--- src/rtl/jeo_pkg.sv ---
`timescale 1ns / 1ps
`default_nettype none

package jeo_pkg;

  // Default ring capacity
  localparam int MAX_PEOPLE_DEF = 64;

  // Fixed field width of counts and positions
  localparam int FIELD_W = 7;

  typedef struct packed {
    logic [FIELD_W-1:0] people;
    logic [FIELD_W-1:0] start_pos;
    logic [FIELD_W-1:0] step;
  } jeo_in_t;

  typedef struct packed {
    logic [FIELD_W-1:0] removed_pos;
    logic               last;
  } jeo_out_t;

  typedef enum logic [2:0] {
    ST_IDLE,
    ST_MOD,
    ST_BUILD,
    ST_LOOP,
    ST_ADV,
    ST_RM
  } jeo_state_t;

  // Controller to datapath commands
  typedef struct packed {
    logic load;       // capture a new run
    logic mod_sub;    // reduce start position by people
    logic setup;      // place counter and predecessor
    logic build_wr;   // write one ring link
    logic adv;        // take one link step
    logic rm;         // unlink the current person
    logic emit;       // load the output register
    logic emit_last;  // mark the survivor
  } jeo_cmd_t;

  // Datapath to controller status
  typedef struct packed {
    logic in_nonzero;
    logic s_ge_count;
    logic build_end;
    logic rem_one;
    logic k_zero;
    logic out_free;
  } jeo_status_t;

endpackage

`default_nettype wire

--- src/rtl/josephus_elimination_order_top.sv ---
// Sequence: start%people by repeated subtraction, then placement of the counter and
// predecessor, then the ring is built one link per person, then step-1 link steps
// lead to the first removed position.
// A new run is taken only in idle, after the survivor has been emitted; each link
// step passes through ST_LOOP and ST_ADV on the registered link memory read.
// Reset: synchronous, active low; controller returns to idle and the output beat
// is dropped; the link memory is not cleared and is rebuilt by every run.
`timescale 1ns / 1ps
`default_nettype none

module josephus_elimination_order_top
  import jeo_pkg::*;
#(
  parameter int MAX_PEOPLE = MAX_PEOPLE_DEF
) (
  input  wire logic    clk,
  input  wire logic    rst_n,
  input  wire logic    in_valid,
  output logic         in_ready,
  input  wire jeo_in_t in_data,
  output logic         out_valid,
  input  wire logic    out_ready,
  output jeo_out_t     out_data
);

  jeo_cmd_t    cmd;
  jeo_status_t status;

  jeo_ctrl u_ctrl (
    .clk      (clk),
    .rst_n    (rst_n),
    .in_valid (in_valid),
    .in_ready (in_ready),
    .status   (status),
    .cmd      (cmd)
  );

  jeo_dp #(
    .MAX_PEOPLE (MAX_PEOPLE)
  ) u_dp (
    .clk       (clk),
    .rst_n     (rst_n),
    .in_data   (in_data),
    .cmd       (cmd),
    .status    (status),
    .out_valid (out_valid),
    .out_ready (out_ready),
    .out_data  (out_data)
  );

endmodule

`default_nettype wire

--- src/rtl/jeo_ram.sv ---
`timescale 1ns / 1ps
`default_nettype none

module jeo_ram #(
  parameter int WIDTH = 6,
  parameter int DEPTH = 64
) (
  input  wire logic                     clk,
  input  wire logic                     we,
  input  wire logic [$clog2(DEPTH)-1:0] waddr,
  input  wire logic [WIDTH-1:0]         wdata,
  input  wire logic [$clog2(DEPTH)-1:0] raddr,
  output logic      [WIDTH-1:0]         rdata
);

  logic [WIDTH-1:0] mem [DEPTH];

  // Write port and registered read port
  always_ff @(posedge clk) begin
    if (we) begin
      mem[waddr] <= wdata;
    end
    rdata <= mem[raddr];
  end

endmodule

`default_nettype wire

--- src/rtl/jeo_ctrl.sv ---
`timescale 1ns / 1ps
`default_nettype none

module jeo_ctrl
  import jeo_pkg::*;
(
  input  wire logic        clk,
  input  wire logic        rst_n,
  input  wire logic        in_valid,
  output logic             in_ready,
  input  wire jeo_status_t status,
  output jeo_cmd_t         cmd
);

  jeo_state_t state_r;
  jeo_state_t state_nxt;

  // State register
  always_ff @(posedge clk) begin
    if (!rst_n) begin
      state_r <= ST_IDLE;
    end else begin
      state_r <= state_nxt;
    end
  end

  // Next state and commands
  always_comb begin
    state_nxt = state_r;
    cmd       = '0;
    in_ready  = 1'b0;
    case (state_r)
      ST_IDLE: begin
        in_ready = 1'b1;
        // An empty ring is taken and dropped
        if (in_valid && status.in_nonzero) begin
          cmd.load  = 1'b1;
          state_nxt = ST_MOD;
        end
      end
      ST_MOD: begin
        if (status.s_ge_count) begin
          cmd.mod_sub = 1'b1;
        end else begin
          cmd.setup = 1'b1;
          state_nxt = ST_BUILD;
        end
      end
      ST_BUILD: begin
        cmd.build_wr = 1'b1;
        if (status.build_end) begin
          state_nxt = ST_LOOP;
        end
      end
      ST_LOOP: begin
        if (status.rem_one) begin
          if (status.out_free) begin
            cmd.emit      = 1'b1;
            cmd.emit_last = 1'b1;
            state_nxt     = ST_IDLE;
          end
        end else if (!status.k_zero) begin
          state_nxt = ST_ADV;
        end else if (status.out_free) begin
          cmd.emit  = 1'b1;
          state_nxt = ST_RM;
        end
      end
      ST_ADV: begin
        cmd.adv   = 1'b1;
        state_nxt = ST_LOOP;
      end
      ST_RM: begin
        cmd.rm    = 1'b1;
        state_nxt = ST_LOOP;
      end
      default: begin
        state_nxt = ST_IDLE;
      end
    endcase
  end

endmodule

`default_nettype wire

--- src/rtl/jeo_dp.sv ---
`timescale 1ns / 1ps
`default_nettype none

module jeo_dp
  import jeo_pkg::*;
#(
  parameter int MAX_PEOPLE = MAX_PEOPLE_DEF
) (
  input  wire logic     clk,
  input  wire logic     rst_n,
  input  wire jeo_in_t  in_data,
  input  wire jeo_cmd_t cmd,
  output jeo_status_t   status,
  output logic          out_valid,
  input  wire logic     out_ready,
  output jeo_out_t      out_data
);

  localparam int IW = $clog2(MAX_PEOPLE);
  localparam logic [FIELD_W-1:0] MAX_W = FIELD_W'(MAX_PEOPLE);

  logic [FIELD_W-1:0] count_r;
  logic [FIELD_W-1:0] s_r;
  logic [FIELD_W-1:0] step_r;
  logic [FIELD_W-1:0] k_r;
  logic [FIELD_W-1:0] rem_r;
  logic [IW-1:0]      cur_r;
  logic [IW-1:0]      prev_r;
  logic [IW-1:0]      idx_r;
  logic               out_valid_r;
  jeo_out_t           out_r;

  logic [IW-1:0]      rdata;
  logic               ram_we;
  logic [IW-1:0]      ram_waddr;
  logic [IW-1:0]      ram_wdata;
  logic [FIELD_W-1:0] idx_inc;
  logic [IW-1:0]      ring_val;
  logic [FIELD_W-1:0] skip;
  logic [FIELD_W-1:0] prev_init;

  // Ring building and start placement
  always_comb begin
    idx_inc   = FIELD_W'(idx_r) + FIELD_W'(1);
    ring_val  = (idx_inc == count_r) ? '0 : IW'(idx_inc);
    skip      = (s_r == '0) ? (count_r - FIELD_W'(1)) : (s_r - FIELD_W'(1));
    prev_init = (skip == '0) ? (count_r - FIELD_W'(1)) : (skip - FIELD_W'(1));
  end

  // Link memory port selection
  always_comb begin
    ram_we    = cmd.build_wr | cmd.rm;
    ram_waddr = cmd.build_wr ? idx_r : prev_r;
    ram_wdata = cmd.build_wr ? ring_val : rdata;
  end

  jeo_ram #(
    .WIDTH (IW),
    .DEPTH (MAX_PEOPLE)
  ) u_link_ram (
    .clk   (clk),
    .we    (ram_we),
    .waddr (ram_waddr),
    .wdata (ram_wdata),
    .raddr (cur_r),
    .rdata (rdata)
  );

  // Run registers
  always_ff @(posedge clk) begin
    if (cmd.load) begin
      count_r <= (in_data.people > MAX_W) ? MAX_W : in_data.people;
      s_r     <= in_data.start_pos;
      step_r  <= (in_data.step == '0) ? FIELD_W'(1) : in_data.step;
    end
    if (cmd.mod_sub) begin
      s_r <= s_r - count_r;
    end
    if (cmd.setup) begin
      cur_r  <= IW'(skip);
      prev_r <= IW'(prev_init);
      k_r    <= step_r - FIELD_W'(1);
      rem_r  <= count_r;
      idx_r  <= '0;
    end
    if (cmd.build_wr) begin
      idx_r <= IW'(idx_inc);
    end
    // Advance one link
    if (cmd.adv) begin
      prev_r <= cur_r;
      cur_r  <= rdata;
      k_r    <= k_r - FIELD_W'(1);
    end
    // Drop the current person and restart the count
    if (cmd.rm) begin
      cur_r <= rdata;
      rem_r <= rem_r - FIELD_W'(1);
      k_r   <= step_r - FIELD_W'(1);
    end
  end

  // Output register
  always_ff @(posedge clk) begin
    if (!rst_n) begin
      out_valid_r <= 1'b0;
    end else if (cmd.emit) begin
      out_valid_r <= 1'b1;
    end else if (out_ready) begin
      out_valid_r <= 1'b0;
    end
  end

  always_ff @(posedge clk) begin
    if (cmd.emit) begin
      out_r.removed_pos <= FIELD_W'(cur_r) + FIELD_W'(1);
      out_r.last        <= cmd.emit_last;
    end
  end

  // Status back to the controller
  always_comb begin
    status.in_nonzero = (in_data.people != '0);
    status.s_ge_count = (s_r >= count_r);
    status.build_end  = (idx_inc == count_r);
    status.rem_one    = (rem_r == FIELD_W'(1));
    status.k_zero     = (k_r == '0);
    status.out_free   = !out_valid_r || out_ready;
  end

  assign out_valid = out_valid_r;
  assign out_data  = out_r;

endmodule

`default_nettype wire
--- config.mk ---
export PLATFORM = sky130hd
export DESIGN_NAME = josephus_elimination_order_top
export DESIGN_NICKNAME = d
export VERILOG_FILES = /design/src/rtl/jeo_pkg.sv /design/src/rtl/josephus_elimination_order_top.sv /design/src/rtl/jeo_ram.sv /design/src/rtl/jeo_ctrl.sv /design/src/rtl/jeo_dp.sv
export SDC_FILE = /design/constraint.sdc
export NUM_CORES = 1
export LEC_CHECK = 0
export BUFFER_PORTS_ARGS = -buffer_cell sky130_fd_sc_hd__buf_2
export CAP_MARGIN = 10
export CORE_MARGIN = 2
export CORE_UTILIZATION = 45
export CTS_BUF_LIST = sky130_fd_sc_hd__clkbuf_8
export DETAILED_ROUTE_END_ITERATION = 10
export MAX_ROUTING_LAYER = met4
export SETUP_SLACK_MARGIN = 0.4
export SLEW_MARGIN = 25
export SYNTH_ARGS = -nofsm -noshare
export SYNTH_HDL_FRONTEND = slang
export SYNTH_SLANG_ARGS = --single-unit
--- constraint.sdc ---
create_clock -name clk -period 7.7 [get_ports clk]
set_input_delay 1.925 -clock clk [delete_from_list [all_inputs] [get_ports clk]]
set_output_delay 1.925 -clock clk [all_outputs]
set_load 0.005 [all_outputs]
=== Word-level counts from Yosys, hierarchy flattened ===
Memory sizes are Yosys's and may differ from the RTL's. A register that Yosys moved wholly into a read port is not among the register bits.
Index checks and enable logic that the tools add are counted.

* Memories: 1
* Output and inout port bits: 10
* Input port bits: 25
* Logic and storage cells: 101
* Register bits after elaboration: 65
* Bits in writable memories: 384

{| class="wikitable"
|+ Memory list
! memory !! words !! bits a word !! read ports !! clocked after Yosys merged registers in !! wr ports !! RTL line !! source
|-
| u_dp.u_link_ram.mem || 64 || 6 || 1 || 1 || 1 || jeo_ram.sv:16 || <nowiki>logic [WIDTH-1:0] mem [DEPTH];</nowiki>
|}

* Bitwise logic cells: 1
* Eq/ne operators: 12
* $add $sub $neg: 9
* Reductions and logical operators: 18
* Muxes and demuxes: 46
* $lt $le $gt $ge: 2

{| class="wikitable"
|+ Operators by type and width
! kind !! number
|-
| $mux 6 || 11
|-
| $mux 7 || 8
|-
| $sub 7x1->7 const B || 5
|-
| $logic_not 7->1 || 4
|-
| $mux 3 || 7
|-
| $mux 1 || 16
|-
| $pmux 3 s5 || 1
|-
| $add 6x1->7 const B || 2
|-
| $reduce_bool 2->1 || 5
|-
| $eq 7x1->1 const B || 1
|-
| $eq 7x7->1 || 1
|-
| $ge 7x7->1 || 1
|-
| $gt 7x7->1 const B || 1
|-
| $reduce_bool 7->1 || 1
|-
| $sub 7x7->7 || 1
|-
| $eq 3x2->1 const B || 2
|-
| $eq 3x3->1 const B || 2
|-
| $mux 2 || 3
|-
| $ne 3x3->1 const B || 2
|-
| $sub 6x1->6 const B || 1
|-
| $reduce_and 5->1 || 1
|-
| $ne 2x2->1 const B || 2
|-
| $eq 3x1->1 const B || 1
|-
| $logic_not 3->1 || 1
|-
| other kinds (8) || 8
|}

=== Longest topological paths before layout ===
Gate-level depths: netlist (run 1).

* Word-level depth: 7
* Depth in mapped cells: 12

=== Cells and area by module ===
Synthesis (run 1) repeated with hierarchy kept, for this count alone.

* Cells, all modules: 1,167
* Area total of the unflattened synthesis: 19,706.4 sq um

{| class="wikitable"
|+ Modules (own cells, without submodules)
! module !! seq. area each (sq um) !! area an instance (sq um) !! cells an instance !! times used
|-
| jeo_ram || 11,651.2 || 15,225.9 || 720 || 1
|-
| jeo_dp || 1,851.8 || 4,199.0 || 411 || 1
|-
| jeo_ctrl || 60.1 || 281.5 || 36 || 1
|}

=== Worst setup path before layout (run 1) ===
No wires, ideal clock.

* Kind: reg2reg
* Start: register u_dp.idx_r[0]
* End: memory u_dp.u_link_ram.mem[0][3] (data pin)
* Path buffers: 0
* Data arrival time: 3.938 ns
* Slack: 3.060 ns
* Cell stages (with the launch flop): 7
* Setup time: 0.702 ns
* Data required time: 6.998 ns
* Cell sequence: edfxtp_1 ha_1 xnor3_1 o31a_1 nand4_1 o21ai_1 o21ai_0

* Longest elaborated chain between the ends: 4

{| class="wikitable"
|+ Ends and longest elaborated chain
! item !! RTL line !! source
|-
| from (decl) || jeo_dp.sv:29 || <nowiki>logic [IW-1:0] idx_r;</nowiki>
|-
| from (signal assigned) || jeo_dp.sv:87 || <nowiki>idx_r <= IW'(idx_inc);</nowiki>
|-
| $add 6x1->7 * || jeo_dp.sv:44 || <nowiki>idx_inc = FIELD_W'(idx_r) + FIELD_W'(1);</nowiki>
|-
| $eq 7x7->1 || jeo_dp.sv:45 || <nowiki>ring_val = (idx_inc == count_r) ? '0 : IW'(idx_inc);</nowiki>
|-
| $mux 6 * || jeo_dp.sv:45 ||
|-
| $mux 6 * || jeo_dp.sv:54 || <nowiki>ram_wdata = cmd.build_wr ? ring_val : rdata;</nowiki>
|-
| named net u_dp.ram_wdata[3] || jeo_dp.sv:36 || <nowiki>logic [IW-1:0] ram_wdata;</nowiki>
|-
| to (decl) || jeo_ram.sv:16 ||
|}

Mark *: on every way through the listed nets, which the timed path passes. The rest lies on a longest branch.

=== Final worst setup path (run 1) ===
* Start: register u_ctrl.state_r[2]
* End: output port in_ready

* Longest elaborated chain between the ends: 2

{| class="wikitable"
|+ Ends and longest elaborated chain
! item !! RTL line !! source
|-
| from (decl) || jeo_ctrl.sv:15 || <nowiki>jeo_state_t state_r;</nowiki>
|-
| from (signal assigned) || jeo_ctrl.sv:23 || <nowiki>state_r <= state_nxt;</nowiki>
|-
| $logic_not 3->1 || jeo_ctrl.sv:32 || <nowiki>case (state_r)</nowiki>
|-
| $mux 1 || jeo_ctrl.sv:32 ||
|-
| to (decl) || josephus_elimination_order_top.sv:19 || <nowiki>output logic in_ready,</nowiki>
|}

No other way between the ends.

==> flow_summary.html, run 1 <==
<table>
<tr><th>Metric</th><th>Value</th></tr>
<tr><th colspan="2">Run status</th></tr>
<tr><td>Status</td><td>finished clean</td></tr>
<tr><th colspan="2">Floorplanning</th></tr>
<tr><td>Standard cell core area</td><td>roughly 42000 um2</td></tr>
<tr><td>Initial Util</td><td>approximately 46%</td></tr>
<tr><td>Number of ports placed on the die boundary</td><td>35</td></tr>
<tr><td>DIE WIDTH</td><td>approximately 210 um</td></tr>
<tr><td>Number of rows created at floorplan</td><td>between 70 and 80</td></tr>
<tr><td>Area of the die</td><td>approximately 45000 um2</td></tr>
<tr><td>Chip Height</td><td>approximately 210 um</td></tr>
<tr><th colspan="2">Clock network</th></tr>
<tr><td>Number of buffers inserted by post-CTS setup repair</td><td>0</td></tr>
<tr><td>Clock Root Buffer</td><td>clkbuf_8</td></tr>
<tr><td>Clock sink count</td><td>roughly 460</td></tr>
<tr><td>Buffer levels on the longest clock path</td><td>3</td></tr>
<tr><td>CTS-repair resized insts</td><td>0</td></tr>
<tr><td>Clock slew seen by the registers of the worst setup and hold paths</td><td>0.06 ns</td></tr>
<tr><td>H-tree level count</td><td>3</td></tr>
<tr><td>CTS Hold Bufs</td><td>0</td></tr>
<tr><td>Clock Latency Late Sink</td><td>0.65 ns</td></tr>
<tr><td>Clock buffers created by TritonCTS</td><td>75</td></tr>
<tr><td>Clock tree from TritonCTS</td><td>done</td></tr>
<tr><th colspan="2">Pwr</th></tr>
<tr><td>Total power</td><td>about 8.6 mW</td></tr>
<tr><td>Worst vdd rail ir drop</td><td>approximately 0.3 mV</td></tr>
<tr><td>Static power due to leakage</td><td>about 7 nW</td></tr>
<tr><td>Areal power density over the cells</td><td>402 nW/um2</td></tr>
<tr><th colspan="2">Timing</th></tr>
<tr><td>Setup TNS after final layout</td><td>0 ns</td></tr>
<tr><td>Final-report hold violation count</td><td>0</td></tr>
<tr><td>Slew of the pin with the lowest slew margin</td><td>about 0.95 ns</td></tr>
<tr><td>Portion of the clock cycle consumed by the worst path in the final layout</td><td>between 40% and 50%</td></tr>
<tr><td>Post-route clock skew</td><td>0.0315 ns</td></tr>
<tr><td>Upper clock frequency limit</td><td>285 MHz</td></tr>
<tr><td>Count of final setup violators</td><td>0</td></tr>
<tr><td>Setup repair after global routing missed its margin</td><td>false</td></tr>
<tr><td>Count of pins over their slew limit</td><td>0</td></tr>
<tr><td>Setup slack of the critical path after layout</td><td>4.20 ns</td></tr>
<tr><td>Final worst path period need</td><td>roughly 3.5 ns</td></tr>
<tr><td>Worst hold-check slack</td><td>about 0.56 ns</td></tr>
<tr><td>Worst slew margin relative to its limit</td><td>a little over a third</td></tr>
<tr><th colspan="2">Layout</th></tr>
<tr><td>Final cell count without fillers</td><td>between 1500 and 2000</td></tr>
<tr><td>Layout cell share with drive strength beyond 1</td><td>about a quarter</td></tr>
<tr><td>Area of combinational cells with multiple inputs</td><td>between 5000 and 6000 um2</td></tr>
<tr><td>Final #Nets</td><td>1195</td></tr>
<tr><td>Layout overhead on the synthesized area</td><td>11.3%</td></tr>
<tr><td>Final cell area excluding filler cells</td><td>around 21000 um2</td></tr>
<tr><td>Post-Route Utilization</td><td>about half</td></tr>
<tr><td>Footprint of the flip-flops and latches</td><td>13600 um2</td></tr>
<tr><td>Filler cell count in the final layout</td><td>around 3400</td></tr>
<tr><th colspan="2">Synth</th></tr>
<tr><td>Synth Area per Inst</td><td>17.8 um2</td></tr>
<tr><td>Synthesized net count</td><td>roughly 1100</td></tr>
<tr><td>Count of yosys warnings during synthesis</td><td>0</td></tr>
<tr><td>Post-Synthesis Cells</td><td>about 1100</td></tr>
<tr><td>Portion of the post-synthesis area used by sequential elements</td><td>a little over two thirds</td></tr>
<tr><td>Number of flip-flops and latches in the synthesized netlist</td><td>455</td></tr>
<tr><td>Portion of synthesized cell area occupied by the leading cell type</td><td>approximately 69%</td></tr>
<tr><td>Synth unique cells</td><td>60</td></tr>
<tr><td>Dominant cell type by area after synthesis</td><td>edfxtp_1</td></tr>
<tr><td>Number of synthesized flops with an enable pin</td><td>between 400 and 500</td></tr>
<tr><td>Dominant cells by area after synthesis</td><td>edfxtp_1 69%, mux4_2 15%, nor2_1 1.9%, nand2_1 1.4%, ha_1 1.2%</td></tr>
<tr><td>FFs w/ async S/R, synth</td><td>0%</td></tr>
<tr><td>Cell area after synthesis</td><td>just under 20000 um2</td></tr>
<tr><td>Synth Flop Type</td><td>edfxtp_1</td></tr>
<tr><th colspan="2">Placed design</th></tr>
<tr><td>Dpl cell area</td><td>between 20000 and 25000 um2</td></tr>
<tr><td>Detailed-placement wirelength estimate</td><td>approximately 27000 um</td></tr>
<tr><td>Pre-CTS worst setup slack</td><td>4.29 ns</td></tr>
<tr><td>GPL Wtd Cong</td><td>between 0.8 and 0.9</td></tr>
<tr><td>Buffers added on ports</td><td>34</td></tr>
<tr><td>Post-Place Cells</td><td>between 1500 and 2000</td></tr>
<tr><th colspan="2">Routing</th></tr>
<tr><td>Average wire length per cell after detail routing</td><td>around 25 um</td></tr>
<tr><td>Drt pass-1 iters</td><td>5</td></tr>
<tr><td>Iteration-0 DRC count of the detailed router</td><td>just over 1000</td></tr>
<tr><td>Overall via count from detail_route</td><td>10100</td></tr>
<tr><td>Via count normalized by instance count</td><td>5.80</td></tr>
<tr><td>Residual DRC</td><td>0</td></tr>
<tr><td>Total wire length</td><td>about 44000 um</td></tr>
<tr><td>Count of antenna-violating nets left after detailed routing</td><td>0</td></tr>
<tr><th colspan="2">Min path</th></tr>
<tr><td>Hold Path Origin</td><td>u_dp.u_link_ram.rdata[5]$_DFF_P_</td></tr>
<tr><td>End point of the worst hold path</td><td>u_dp.cur_r[5]$_DFFE_PP_</td></tr>
<tr><td>Number of cells on the worst hold path</td><td>2</td></tr>
<tr><td>Path category of the worst min-delay check</td><td>flop to flop</td></tr>
<tr><th colspan="2">Global routing</th></tr>
<tr><td>Global router's overall resource usage</td><td>about a fifth</td></tr>
<tr><td>Via count of the first global-routing pass</td><td>10500</td></tr>
<tr><td>Wire length of the first global-routing pass</td><td>~66000 um</td></tr>
<tr><td>Pin count of the biggest net entering global routing</td><td>101</td></tr>
<tr><td>Congestion Overflow GR</td><td>0</td></tr>
<tr><td>Antenna violations before repair</td><td>1</td></tr>
<tr><th colspan="2">Setup path</th></tr>
<tr><td>Crit Path Max Fanout</td><td>9</td></tr>
<tr><td>Depth of the worst register-to-register path</td><td>4</td></tr>
<tr><td>Worst Setup Path Type</td><td>flop to output pin</td></tr>
<tr><td>Kind of start point of the critical path</td><td>flop</td></tr>
<tr><td>CP arrival</td><td>roughly 1.6 ns</td></tr>
<tr><td>Req. time, crit path</td><td>about 5.8 ns</td></tr>
<tr><td>Slack of the worst reg-to-reg path</td><td>4.31 ns</td></tr>
<tr><td>Worst R2R Start</td><td>u_ctrl.state_r[0]$_SDFFE_PN0P_</td></tr>
<tr><td>FF-to-FF End</td><td>u_dp.u_link_ram.mem[51][2]$_DFFE_PP_</td></tr>
<tr><td>Worst Setup End Kind</td><td>output pin</td></tr>
<tr><th colspan="2">Job</th></tr>
<tr><td>Max-Cap Viols</td><td>0</td></tr>
</table>
state kept, by name, indices dropped and copies added (netlist names):
name,count
u_dp.u_link_ram.mem,384
u_dp.cur_r,6
u_dp.u_link_ram.rdata,6
u_dp.rem_r,7
u_dp.s_r,7
u_dp.out_valid,1
u_dp.count_r,7
u_dp.out_data,8
u_dp.k_r,7
u_dp.idx_r,6
u_dp.step_r,7
u_dp.prev_r,6
u_ctrl.state_r,3
report_power, final:
part           internal (mW)  total [mW]  leakage, nW  switching, mW
clock network           1.07        2.03        0.799          0.962
registers               3.49        3.70         4.11          0.209
logic                   1.12        2.92         2.13           1.79
total                   5.68        8.65         7.04           2.96
worst max path at each step:
stage                                      endpoint                            from
2_1_floorplan   u_dp.u_link_ram.mem[0][3]$_DFFE_PP_     u_dp.idx_r[0]$_SDFFCE_PN0P_
4_1_cts                                    in_ready  u_ctrl.state_r[0]$_SDFFE_PN0P_
3_3_place_gp       u_dp.u_link_ram.rdata[1]$_DFF_P_         u_dp.cur_r[1]$_DFFE_PP_
5_1_grt        u_dp.u_link_ram.mem[51][2]$_DFFE_PP_  u_ctrl.state_r[0]$_SDFFE_PN0P_
3_5_place_dp   u_dp.u_link_ram.mem[55][2]$_DFFE_PP_  u_ctrl.state_r[0]$_SDFFE_PN0P_
6_report                                   in_ready  u_ctrl.state_r[2]$_SDFFE_PN0P_
per-layer routing:
| metal | part of all wire (%) | vias up | global-route usage, % |
|---|---|---|---|
| li1 | - | 4458 | - |
| met1 | 42 | 5270 | 27.2 |
| met2 | 50 | 338 | 33.3 |
| met3 | 5.7 | 78 | 4.21 |
| met4 | 2.3 | 0 | 6.70 |
| met5 | 0 | - | - |
final cells by class:
class | count | share of cell area, %
clock inverters | 58 | 1.64
flip-flops and latches | 455 | 63.1
clock buffers | 77 | 4.93
well taps | 539 | 3.14
multi-input cells | 545 | 25.4
diodes | 1 | 0.0116
inverters | 27 | 0.472
repair buffers | 46 | 1.27
synth_stat cells (5+ instances only):
library cell    n
inv_1          27
nor2b_1        12
edfxtp_1      445
nand2_1        74
xor2_1         18
clkbuf_1       33
a21oi_1         9
nor2_1         97
a211oi_1        5
mux2_2          7
xnor2_1        23
nor4_1          9
mux2i_1         7
nand3_1        15
nor3_1         14
o21ai_0        26
mux4_2        126
nand2b_1        6
buf_2          18
or3_1           5
dfxtp_1        10
ha_1           19
nand3b_1       12
critical path: stages, from the launching register on:
cell and delay [ns]:
dfxtp_1 0.38, nor3_1 0.36, buf_2 0.19
placed cells by master, fill, tap and decap left out, types with 3 or more instances in the layout:
cell type	n
mux2_2	7
clkbuf_8	77
inv_1	50
clkinvlp_4	3
or3_1	5
nand3b_1	12
nor3b_1	3
nand2_1	73
a311oi_1	3
mux2i_1	7
ha_1	19
o21a_1	4
buf_2	34
a211oi_1	5
nor4_1	9
a21oi_1	9
nand2b_1	6
a31oi_1	4
xnor2_1	23
mux4_2	126
nor2_1	97
clkinv_2	7
a221oi_1	3
nand3_1	15
nor3_1	14
buf_4	11
and3_1	4
dfxtp_1	10
nor2b_1	12
o21ai_4	5
edfxtp_1	445
bufinv_16	4
o211ai_1	4
xor2_1	18
o21ai_0	21
a21o_1	3
clkinv_1	19
cells by family (layout without fill, tap and decap cells):
logic type	Yosys count	in the layout	synth area share, %
flops	455	455	70.2
mux	140	140	15.5
fa+ha+maj	21	21	1.39
buf+inv	82	208	1.79
xor+xnor	43	43	2.09
compound gates	80	80	2.79
simple gates	261	261	6.23
other cells	0	1	0
(Power assumes the default switching activity.)
==> run 2, diff against run 1 <==
==> constraint.sdc (replaced) <==
create_clock -name clk -period 3.5 [get_ports clk]
set_input_delay 0.875 -clock clk [delete_from_list [all_inputs] [get_ports clk]]
set_output_delay 0.875 -clock clk [all_outputs]
set_load 0.005 [all_outputs]
==> flow_summary.html, run 2 (synthesis gave the netlist of run 1 again) <==
<table>
<tr><th>Metric</th><th>Value</th></tr>
<tr><th colspan="2">Global routing</th></tr>
<tr><td>Antenna violations before repair</td><td>0</td></tr>
<tr><td>Global router's overall resource usage</td><td>20.5%</td></tr>
<tr><td>Pin count of the biggest net entering global routing</td><td>54</td></tr>
<tr><td>Via count of the first global-routing pass</td><td>between 10000 and 15000</td></tr>
<tr><td>Wire length of the first global-routing pass</td><td>64500 um</td></tr>
<tr><td>Congestion Overflow GR</td><td>0</td></tr>
<tr><th colspan="2">Layout</th></tr>
<tr><td>Commonest non-fill, non-tap cell in the layout</td><td>edfxtp_1</td></tr>
<tr><td>Footprint of the flip-flops and latches</td><td>~14000 um2</td></tr>
<tr><td>Area of combinational cells with multiple inputs</td><td>5530 um2</td></tr>
<tr><td>Filler cell count in the final layout</td><td>3389</td></tr>
<tr><td>Number of antenna repair diodes</td><td>0</td></tr>
<tr><td>Layout overhead on the synthesized area</td><td>13.5%</td></tr>
<tr><td>Final #Nets</td><td>about 1200</td></tr>
<tr><td>Number of flip-flops in the largest register</td><td>approximately 380</td></tr>
<tr><td>Final cell count without fillers</td><td>between 1500 and 2000</td></tr>
<tr><td>Layout cell share with drive strength beyond 1</td><td>28.2%</td></tr>
<tr><td>Final cell area excluding filler cells</td><td>approximately 22000 um2</td></tr>
<tr><td>Largest register by flop count</td><td>u_dp.u_link_ram.mem</td></tr>
<tr><td>Highest-count cells in the layout ignoring fill and taps</td><td>445 x edfxtp_1, 126 x mux4_2, 79 x clkbuf_8, 77 x nor2_1, 71 x nand2_1</td></tr>
<tr><th colspan="2">Pwr</th></tr>
<tr><td>Portion of total power attributed to sequential cells</td><td>around 42%</td></tr>
<tr><td>Sw Ratio</td><td>between 30% and 40%</td></tr>
<tr><td>Portion of total power attributed to combinational logic</td><td>roughly a third</td></tr>
<tr><td>Static power due to leakage</td><td>between 7 and 8 nW</td></tr>
<tr><td>Internal Pwr Total</td><td>around 13 mW</td></tr>
<tr><td>Worst vdd rail ir drop</td><td>approximately 0.74 mV</td></tr>
<tr><td>Areal power density over the cells</td><td>881 nW/um2</td></tr>
<tr><td>Clk pwr share</td><td>22.6%</td></tr>
<tr><td>Reported net switching power</td><td>about 6.7 mW</td></tr>
<tr><th colspan="2">Clock network</th></tr>
<tr><td>H-tree level count</td><td>3</td></tr>
<tr><td>Clock sink count</td><td>455</td></tr>
<tr><td>Clock Latency Late Sink</td><td>around 0.64 ns</td></tr>
<tr><td>Buffer levels on the longest clock path</td><td>3</td></tr>
<tr><td>Clock Root Buffer</td><td>clkbuf_8</td></tr>
<tr><td>CTS-repair resized insts</td><td>1</td></tr>
<tr><td>Clock buffers created by TritonCTS</td><td>77</td></tr>
<tr><td>Clock tree from TritonCTS</td><td>done</td></tr>
<tr><td>Clock slew seen by the registers of the worst setup and hold paths</td><td>0.06 ns</td></tr>
<tr><td>CTS Hold Bufs</td><td>0</td></tr>
<tr><td>Number of buffers inserted by post-CTS setup repair</td><td>0</td></tr>
<tr><th colspan="2">Routing</th></tr>
<tr><td>Residual DRC</td><td>0</td></tr>
<tr><td>Average wire length per cell after detail routing</td><td>between 20 and 25 um</td></tr>
<tr><td>Overall via count from detail_route</td><td>between 10000 and 15000</td></tr>
<tr><td>Count of antenna-violating nets left after detailed routing</td><td>0</td></tr>
<tr><td>Drt pass-1 iters</td><td>5</td></tr>
<tr><td>Via count normalized by instance count</td><td>about 5.7</td></tr>
<tr><td>Total wire length</td><td>~43000 um</td></tr>
<tr><td>Iteration-0 DRC count of the detailed router</td><td>approximately 850</td></tr>
<tr><th colspan="2">Timing</th></tr>
<tr><td>Worst slew margin relative to its limit</td><td>roughly 40%</td></tr>
<tr><td>Setup TNS after final layout</td><td>0 ns</td></tr>
<tr><td>Upper clock frequency limit</td><td>between 300 and 400 MHz</td></tr>
<tr><td>Setup repair after global routing missed its margin</td><td>true</td></tr>
<tr><td>Final worst path period need</td><td>a little under 3 ns</td></tr>
<tr><td>Count of final setup violators</td><td>0</td></tr>
<tr><td>Count of pins over their slew limit</td><td>0</td></tr>
<tr><td>Worst hold-check slack</td><td>0.438 ns</td></tr>
<tr><td>Post-route clock skew</td><td>around 0.035 ns</td></tr>
<tr><td>Slew of the pin with the lowest slew margin</td><td>approximately 0.86 ns</td></tr>
<tr><td>Final-report hold violation count</td><td>0</td></tr>
<tr><td>Portion of the clock cycle consumed by the worst path in the final layout</td><td>between 80 and 90%</td></tr>
<tr><th colspan="2">Placed design</th></tr>
<tr><td>Buffers added on ports</td><td>34</td></tr>
<tr><td>GPL Wtd Cong</td><td>a little over 0.9</td></tr>
<tr><td>Dpl cell area</td><td>slightly above 20000 um2</td></tr>
<tr><td>Post-Place Cells</td><td>between 1500 and 2000</td></tr>
<tr><td>Detailed-placement wirelength estimate</td><td>between 20000 and 30000 um</td></tr>
<tr><th colspan="2">Setup path</th></tr>
<tr><td>Worst Setup End Kind</td><td>flop</td></tr>
<tr><td>Critical-path cell with the highest stage delay</td><td>nor2_1</td></tr>
<tr><td>Kind of start point of the critical path</td><td>flop</td></tr>
<tr><td>Crit Path Max Fanout</td><td>10</td></tr>
<tr><td>Worst R2R Start</td><td>u_ctrl.state_r[2]$_SDFFE_PN0P_</td></tr>
<tr><td>Slack of the worst reg-to-reg path</td><td>a little under 0.6 ns</td></tr>
<tr><td>Worst-path cell chain</td><td>nor2_1, and2_1, nand2_1, o21ai_0, nand2_1, nor2_1</td></tr>
<tr><td>CP arrival</td><td>3.17 ns</td></tr>
<tr><td>FF-to-FF End</td><td>u_dp.u_link_ram.mem[15][1]$_DFFE_PP_</td></tr>
<tr><td>Worst Setup Path Type</td><td>flop to flop</td></tr>
<tr><td>Req. time, crit path</td><td>between 3 and 4 ns</td></tr>
<tr><td>Delay of the slowest cell on the worst path</td><td>approximately 0.65 ns</td></tr>
<tr><td>Depth of the worst register-to-register path</td><td>6</td></tr>
<tr><th colspan="2">Min path</th></tr>
<tr><td>Hold Path Origin</td><td>in_data[6]</td></tr>
<tr><td>Number of cells on the worst hold path</td><td>1</td></tr>
<tr><td>End point of the worst hold path</td><td>u_dp.step_r[6]$_SDFFCE_PN0P_</td></tr>
<tr><td>Path category of the worst min-delay check</td><td>input port to flop</td></tr>
<tr><th colspan="2">Floorplanning</th></tr>
<tr><td>Number of ports placed on the die boundary</td><td>35</td></tr>
<tr><td>Chip Height</td><td>approximately 210 um</td></tr>
<tr><td>Initial Util</td><td>about 46%</td></tr>
<tr><td>DIE WIDTH</td><td>~210 um</td></tr>
<tr><td>Number of rows created at floorplan</td><td>between 70 and 80</td></tr>
<tr><td>Area of the die</td><td>approximately 45000 um2</td></tr>
<tr><td>Standard cell core area</td><td>42100 um2</td></tr>
<tr><th colspan="2">Run status</th></tr>
<tr><td>Status</td><td>finished clean</td></tr>
<tr><th colspan="2">Job</th></tr>
<tr><td>Max-Cap Viols</td><td>0</td></tr>
</table>
## run 2: cell count changes in the layout (fill, tap and decap cells not counted), sizes merged
cell      change
buf          +41
bufinv        -2
clkbuf        +2
clkinv        -2
inv           +2
clkinvlp      +1
diode         -1
## run 2: worst max-delay path by stage
stage          cells after the start                                   end  slack, ns                      startpoint
3_3_place_gp                       6                 u_dp.k_r[0]$_DFFE_PP_       0.46           u_dp.s_r[3]$_DFFE_PP_
4_1_cts                            8              u_dp.prev_r[2]$_DFFE_PP_       0.51           u_dp.s_r[2]$_DFFE_PP_
3_5_place_dp                       7                 u_dp.k_r[2]$_DFFE_PP_       0.31   u_dp.count_r[3]$_SDFFCE_PN0P_
2_1_floorplan                      6   u_dp.u_link_ram.mem[0][3]$_DFFE_PP_      -0.06     u_dp.idx_r[0]$_SDFFCE_PN0P_
6_report                           6  u_dp.u_link_ram.mem[15][1]$_DFFE_PP_       0.58  u_ctrl.state_r[2]$_SDFFE_PN0P_
5_1_grt                            6  u_dp.u_link_ram.mem[43][5]$_DFFE_PP_       0.37  u_ctrl.state_r[2]$_SDFFE_PN0P_
## run 2: area by class of cell
| type | instances | area share (%) |
|---|---|---|
| Sequential cell | 455 | 61.9 |
| Tap cell | 539 | 3.08 |
| Clock inverter | 57 | 1.43 |
| Inverter | 27 | 0.463 |
| Clock buffer | 79 | 4.96 |
| Timing Repair Buffer | 87 | 2.94 |
| Multi-Input combinational cell | 545 | 25.2 |
## run 2: critical path: cells and delay by family, from the launching register on
family | cells | cell delay, ns
AOI/OAI and AO/OA | 1 | 0.19
DFF | 1 | 0.39
and+or+nand+nor | 5 | 1.94
## run 2: metal layers
metal / vias to the layer above / global-route usage [%] / share of wire [%]
met5: - / - / 0
met4: 0 / 6.12 / 1.9
met3: 69 / 3.54 / 5.9
met2: 339 / 31.9 / 49
met1: 5172 / 28.0 / 44
li1: 4546 / - / -
## run 2: per-stage QoR
stage	utilization, %	worst slack, ns	power (mW)
detailed placement	48.5	0.306	15.1
finish	52.0	0.578	19.3
global placement	48.5	0.462	15.0
global route	52.0	0.371	20.2
CTS	51.9	0.512	19.5
floorplan	-	-0.0573	12.6
## run 2: power by group through the flow
stage          combinational, mW  sequential [mW]  clock [mW]
6_report                    6.77             8.17        4.35
5_1_grt                     7.31             8.22        4.70
4_1_cts                     6.83             8.16        4.47
3_5_place_dp                6.80             8.25           0
3_3_place_gp                6.71             8.25           0
2_1_floorplan               4.51             8.06           0
